--- config.mk ---
export PLATFORM = sky130hd
export DESIGN_NAME = ppp_cfg
export DESIGN_NICKNAME = d
export VERILOG_FILES = /design/src/rtl/ppp_pkg.sv /design/src/rtl/ppp_cfg.sv
export SDC_FILE = /design/constraint.sdc
export NUM_CORES = 1
export LEC_CHECK = 0
export ABC_CLOCK_PERIOD_IN_PS = 1400
export BUFFER_PORTS_ARGS = -buffer_cell sky130_fd_sc_hd__buf_2
export CAP_MARGIN = 20
export CORE_MARGIN = 8
export CORE_UTILIZATION = 40
export DETAILED_ROUTE_END_ITERATION = 10
export PLACE_DENSITY = 0.64
export SETUP_SLACK_MARGIN = 0.1
export SYNTH_ARGS = -nofsm -noshare
export SYNTH_HDL_FRONTEND = slang
export SYNTH_SLANG_ARGS = --single-unit
--- constraint.sdc ---
create_clock -name clk -period 1.4 [get_ports clk]
set_input_delay 0.14 -clock clk [delete_from_list [all_inputs] [get_ports clk]]
set_output_delay 0.14 -clock clk [all_outputs]
set_load 0.03 [all_outputs]
--- src/rtl/ppp_pkg.sv ---
// Shared types and constants for the perspective point projection block.
package ppp_pkg;

    // Configuration register map, in word order
    typedef enum logic [2:0] {
        REG_VIEW_X,
        REG_VIEW_Y,
        REG_VIEW_Z,
        REG_NORMAL_X,
        REG_NORMAL_Y,
        REG_NORMAL_Z,
        REG_PLANE_OFFSET,
        REG_ALPHA_MARGIN
    } reg_idx_t;

    // Result status codes
    typedef enum logic [1:0] {
        ST_OK       = 2'd0,
        ST_MARGIN   = 2'd1,
        ST_ZERO_DEN = 2'd2
    } status_t;

    // Reset value of the factor margin (raw fixed-point bits)
    localparam int MARGIN_RESET = 66;

    // Per-beat side information carried along the divider and output stages
    typedef struct packed {
        logic       last;
        logic       zero_den;
        status_t    status;
        logic [2:0] neg;
        logic [2:0] ovf;
    } ppp_side_t;

endpackage

--- src/rtl/ppp_cfg.sv ---
// APB register file holding view point, plane normal, plane offset and margin.
module ppp_cfg
    import ppp_pkg::*;
#(
    parameter int W  = 32,
    parameter int F  = 16,
    parameter int AW = 5,
    parameter int DW = 32
)
(
    input  logic          clk,
    input  logic          rst_n,
    input  logic          psel,
    input  logic          penable,
    input  logic          pwrite,
    input  logic [AW-1:0] paddr,
    input  logic [DW-1:0] pwdata,
    output logic [DW-1:0] prdata,
    output logic [W-1:0]  view_x,
    output logic [W-1:0]  view_y,
    output logic [W-1:0]  view_z,
    output logic [W-1:0]  normal_x,
    output logic [W-1:0]  normal_y,
    output logic [W-1:0]  normal_z,
    output logic [W-1:0]  plane_offset,
    output logic [W-2:0]  alpha_margin
);

    logic [W-1:0] view_x_reg, view_y_reg, view_z_reg;
    logic [W-1:0] normal_x_reg, normal_y_reg, normal_z_reg;
    logic [W-1:0] plane_offset_reg;
    logic [W-2:0] alpha_margin_reg;
    reg_idx_t     idx;
    logic         wr_en;

    assign idx   = reg_idx_t'(paddr[AW-1 -: 3]);
    assign wr_en = psel & penable & pwrite;

    // Register writes
    always_ff @(posedge clk or negedge rst_n)
    begin
        if (!rst_n)
        begin
            view_x_reg       <= '0;
            view_y_reg       <= '0;
            view_z_reg       <= '0;
            normal_x_reg     <= '0;
            normal_y_reg     <= '0;
            normal_z_reg     <= W'(1) << F;
            plane_offset_reg <= '0;
            alpha_margin_reg <= (W-1)'(MARGIN_RESET);
        end
        else if (wr_en)
        begin
            unique case (idx)
                REG_VIEW_X:       view_x_reg       <= pwdata[W-1:0];
                REG_VIEW_Y:       view_y_reg       <= pwdata[W-1:0];
                REG_VIEW_Z:       view_z_reg       <= pwdata[W-1:0];
                REG_NORMAL_X:     normal_x_reg     <= pwdata[W-1:0];
                REG_NORMAL_Y:     normal_y_reg     <= pwdata[W-1:0];
                REG_NORMAL_Z:     normal_z_reg     <= pwdata[W-1:0];
                REG_PLANE_OFFSET: plane_offset_reg <= pwdata[W-1:0];
                REG_ALPHA_MARGIN: alpha_margin_reg <= pwdata[W-2:0];
                default:          ;
            endcase
        end
    end

    // Read mux
    always_comb
    begin
        unique case (idx)
            REG_VIEW_X:       prdata = DW'(view_x_reg);
            REG_VIEW_Y:       prdata = DW'(view_y_reg);
            REG_VIEW_Z:       prdata = DW'(view_z_reg);
            REG_NORMAL_X:     prdata = DW'(normal_x_reg);
            REG_NORMAL_Y:     prdata = DW'(normal_y_reg);
            REG_NORMAL_Z:     prdata = DW'(normal_z_reg);
            REG_PLANE_OFFSET: prdata = DW'(plane_offset_reg);
            REG_ALPHA_MARGIN: prdata = DW'(alpha_margin_reg);
            default:          prdata = '0;
        endcase
    end

    assign view_x       = view_x_reg;
    assign view_y       = view_y_reg;
    assign view_z       = view_z_reg;
    assign normal_x     = normal_x_reg;
    assign normal_y     = normal_y_reg;
    assign normal_z     = normal_z_reg;
    assign plane_offset = plane_offset_reg;
    assign alpha_margin = alpha_margin_reg;

endmodule

; After elaboration in Yosys (flattened, before gate mapping)
; Index checks and enable logic that the tools add are counted.
[word_totals]
in_bits = 42
regBits = 255
[classes]
bitwise_logic = 2
reduce_logical = 9
n_eq_ne = 7
muxes = 1
[op_table]
columns = cell, count
row1 = case mux 32 bit (8 select lines), 1
row2 = AND reduction 2 bit, 8
row3 = "== test 3 bit, second input constant", 4
row4 = "== test 3 x 2 -> 1 bit, second input constant", 2
row5 = "== test 3 x 1 -> 1 bit, second input constant", 1
row6 = zero test 3 bit, 1
row7 = AND 1 bit, 2

; Depth between registers and ports, before layout
[depth]
depth_word = 3
depth_mapped = 8
mapped_depth_nobuf = 4

; Least setup slack after synthesis
; Ideal clock, no wire load.
[synth_timing]
path_type = input to output
startpoint = input port paddr[3]
endpoint = output port prdata[10]
n_path_buf = 4
required_time_ns = 1.260
t_arrival_ns = 1.539
path_slack_ns = -0.279
cell_stages = 8
path_cell_list = buf_4 -> buf_2 -> buf_4 -> buf_2 -> nand3_1 -> o21ai_0 -> nand2_1 -> a21oi_1
[synth_via]
elab_chain_cells = 2
word_cells_on_any_way = 9
[synth_rtl]
columns = element, line
row1 = start: declaration, ppp_cfg.sv:16  ; input logic [AW-1:0] paddr,
row2 = == test 3 bit (tied with other cells), ppp_cfg.sv:72  ; unique case (idx)
row3 = case mux 32 bit (8 select lines) *, ppp_cfg.sv:72
row4 = end: declaration, ppp_cfg.sv:18  ; output logic [DW-1:0] prdata,
; Mark *: on every way between the ends. The rest lies on a longest branch, timed or not.

; Worst setup path after layout
[layout_timing]
startpoint = register plane_offset_reg[31] (netlist: plane_offset[31])
endpoint = output port prdata[31]
[layout_via]
elab_chain_cells = 1
[layout_rtl]
columns = element, line
row1 = start: declaration, ppp_cfg.sv:31  ; logic [W-1:0] plane_offset_reg;
row2 = start signal: assignment, ppp_cfg.sv:62  ; REG_PLANE_OFFSET: plane_offset_reg <= pwdata[W-1:0];
row3 = case mux 32 bit (8 select lines), ppp_cfg.sv:72
; Every way passes these cells.

==> reports/qor.yml <==
avgSynthCellArea_um2: 12.9
rrSetupSlack_ps: 250
fin_cells: 1844
rsz0062_at_grt: "yes"
setup_tns_ps: -12760
grt_first_pass_wirelength_um: 65800
core-area_um2: 28800
required_ps: 1260
drc: 0
gp_congestion: 0.843
wl_um: 43400
post-dp-hpwl_um: 28400
multi_input_area_um2: 5850
num_rows: 62
final_common_cell: "buf_6"
setup_viol: 46
seq_area_um2: 6450
first_pass_iters: 5
drt-initial-drc-count: 518
max_freq_ghz: 0.508
antenna_found_initial: 1
final_cell_mix: "buf_6, mux2_2, dfrtp_1"
rr_startpoint: "plane_offset[21]"
die_x_um: 187
grt_pass1_vias: 10500
fp.dieArea_um2: 35000
drv_cap: 0
critical_path_arrival_ps: 1830
syn_area_um2: 11700
cts_tree: "built"
port_buffers: 326
finalMaxSlewViolations: 0
min_period_ps: 1970
crit_type: "reg2out"
vias: 9904
clock_sinks: 255
drtAntennaViolNets: 0
nFillCells: 2005
totalPowerFinal_uw: 29600
end_kind: "output pin"
drive_gt1_share_pct: 69.6
synthToLayoutAreaGrowth_pct: 64.2
ys_seq_area_share_pct: 54.5
grt_util_all_layers_pct: 23.6
ys_ff_latch: 255
max_slew.worst_pin.slew_ps: 492
crit_end: "prdata[31]"
setup_ws_ps: -568
cts_max_level: 1
grt.overflow.total: 0
avgRoutedWirePerCell_um: 23.6
insertion_delay_ps: 540
netlist_top_cells_area: "dfrtp_1, mux2_2, mux2i_1, a21oi_1, a211oi_1"
violations: "setup timing"
syn_inst: 909
power_density_nw_per_um2: 1540
root_buffer: "clkbuf_16"
rr_endpoint: "plane_offset[21]"
leakage_uw: 0.00889
yosys_warnings: 0
start_kind: "register"
yosysUniqueCellTypes: 37
initial_core_util_pct: 40.7
cp-startpoint: "plane_offset[31]"
whs_ps: 103
rr_worst_depth: 4
grt_max_degree: 45
fin_skew_ps: 0
die_h_um: 187
final_util_pct: 66.9
clkTransAtPathRegs_ps: 60
ir_drop_v: 0.00115
post_drt_via_cell_ratio: 5.37
ios: 329
synth_nets: 951
crit_path_max_fanout: 2
clockBufferDepth: 3
placedCellCount: 1644
hold_violations: 0
slew_headroom_pct: 67.2
hp-class: "in2async"
layout.nets: 1478
finalCritPeriodShare_pct: 141
cts-buffers-inserted: 29
yosysTopAreaCell: "dfrtp_1"
outcome: "complete, but fails checks"
synth_top_area_share_pct: 53.8
-- power by group --
part / internal (µW) / leakage [µW] / switching (µW)
registers: 8900 / 0.00318 / 1390
clock network: 4310 / 0.000458 / 3110
logic: 5650 / 0.00525 / 6220
total: 18900 / 0.00889 / 10700
-- critical path, stage by stage (launching register included) --
cell and delay (ps):
dfrtp_2 400, mux4_2 460, mux2_4 280, buf_6 140
-- area by class of cell --
| class | count | share of cell area, % |
|---|---|---|
| diodes | 1 | 0.0130 |
| clock inverters | 13 | 0.526 |
| inverters | 5 | 0.0975 |
| repair buffers | 560 | 28.7 |
| multi-input cells | 585 | 30.4 |
| well taps | 384 | 2.50 |
| clock buffers | 41 | 4.32 |
| flip-flops and latches | 255 | 33.5 |
-- worst min path at each step --
stage / startpoint / to / slack [ps] / depth (start not counted)
CTS: rst_n / view_y[21] / 100 / 2
floorplan: rst_n / alpha_margin[0] / -160 / 0
detailed placement: rst_n / view_y[21] / 100 / 1
finish: rst_n / normal_x[22] / 100 / 2
global route: rst_n / view_y[21] / 120 / 2
global placement: rst_n / normal_x[21] / 90 / 1
-- repair_timing --
action / 4_1_cts / 5_1_grt
hold buffers: 33 / 0
resized for setup: 427 / 280
hold endpoints to repair: 508 / 0
setup buffers: 70 / 72
pin swaps: 26 / 44
setup endpoints to repair: 194 / 259
-- cell usage after synthesis --
master	instances
clkbuf_4	1
a211oi_1	25
nor2_1	39
a21oi_1	57
buf_6	2
nor2_2	5
nand2b_1	10
or3_1	1
o22ai_1	4
mux2i_1	59
o2bb2ai_1	1
dfrtp_1	252
a21o_1	1
nand4_2	1
o21ai_0	27
mux2_2	245
nand3b_1	1
clkbuf_1	13
buf_2	33
nor3_2	1
a31oi_1	2
a22o_1	5
o22a_1	4
nand3_1	23
nand2_1	33
nand4b_4	1
buf_1	5
mux2_1	7
a221oi_1	4
nor2b_1	3
buf_4	10
nor3b_1	23
inv_1	5
a22oi_1	1
mux4_2	1
nor3_4	1
dfstp_2	3
-- cell families after synthesis --
group,share of synthesized area (%)
compound gates,6.68
simple gates,6.37
buf+inv,3.04
mux,29.4
flops,54.5
-- layer usage --
metal	up-vias	share of wire, %	track usage (%)
met5	-	0	0
met4	0	2.2	5.93
met3	68	7.9	6.41
met2	418	49	39.1
met1	5068	41	30.2
li1	4350	-	-
-- stage by stage --
step / setup WS [ps] / instance area, µm²
6_report: -568 / 19200
5_1_grt: -622 / 19200
4_1_cts: -589 / 18300
3_5_place_dp: -309 / 15100
3_3_place_gp: -285 / 15100
2_1_floorplan: 2.25 / 12400
(Power assumes the default switching activity.)
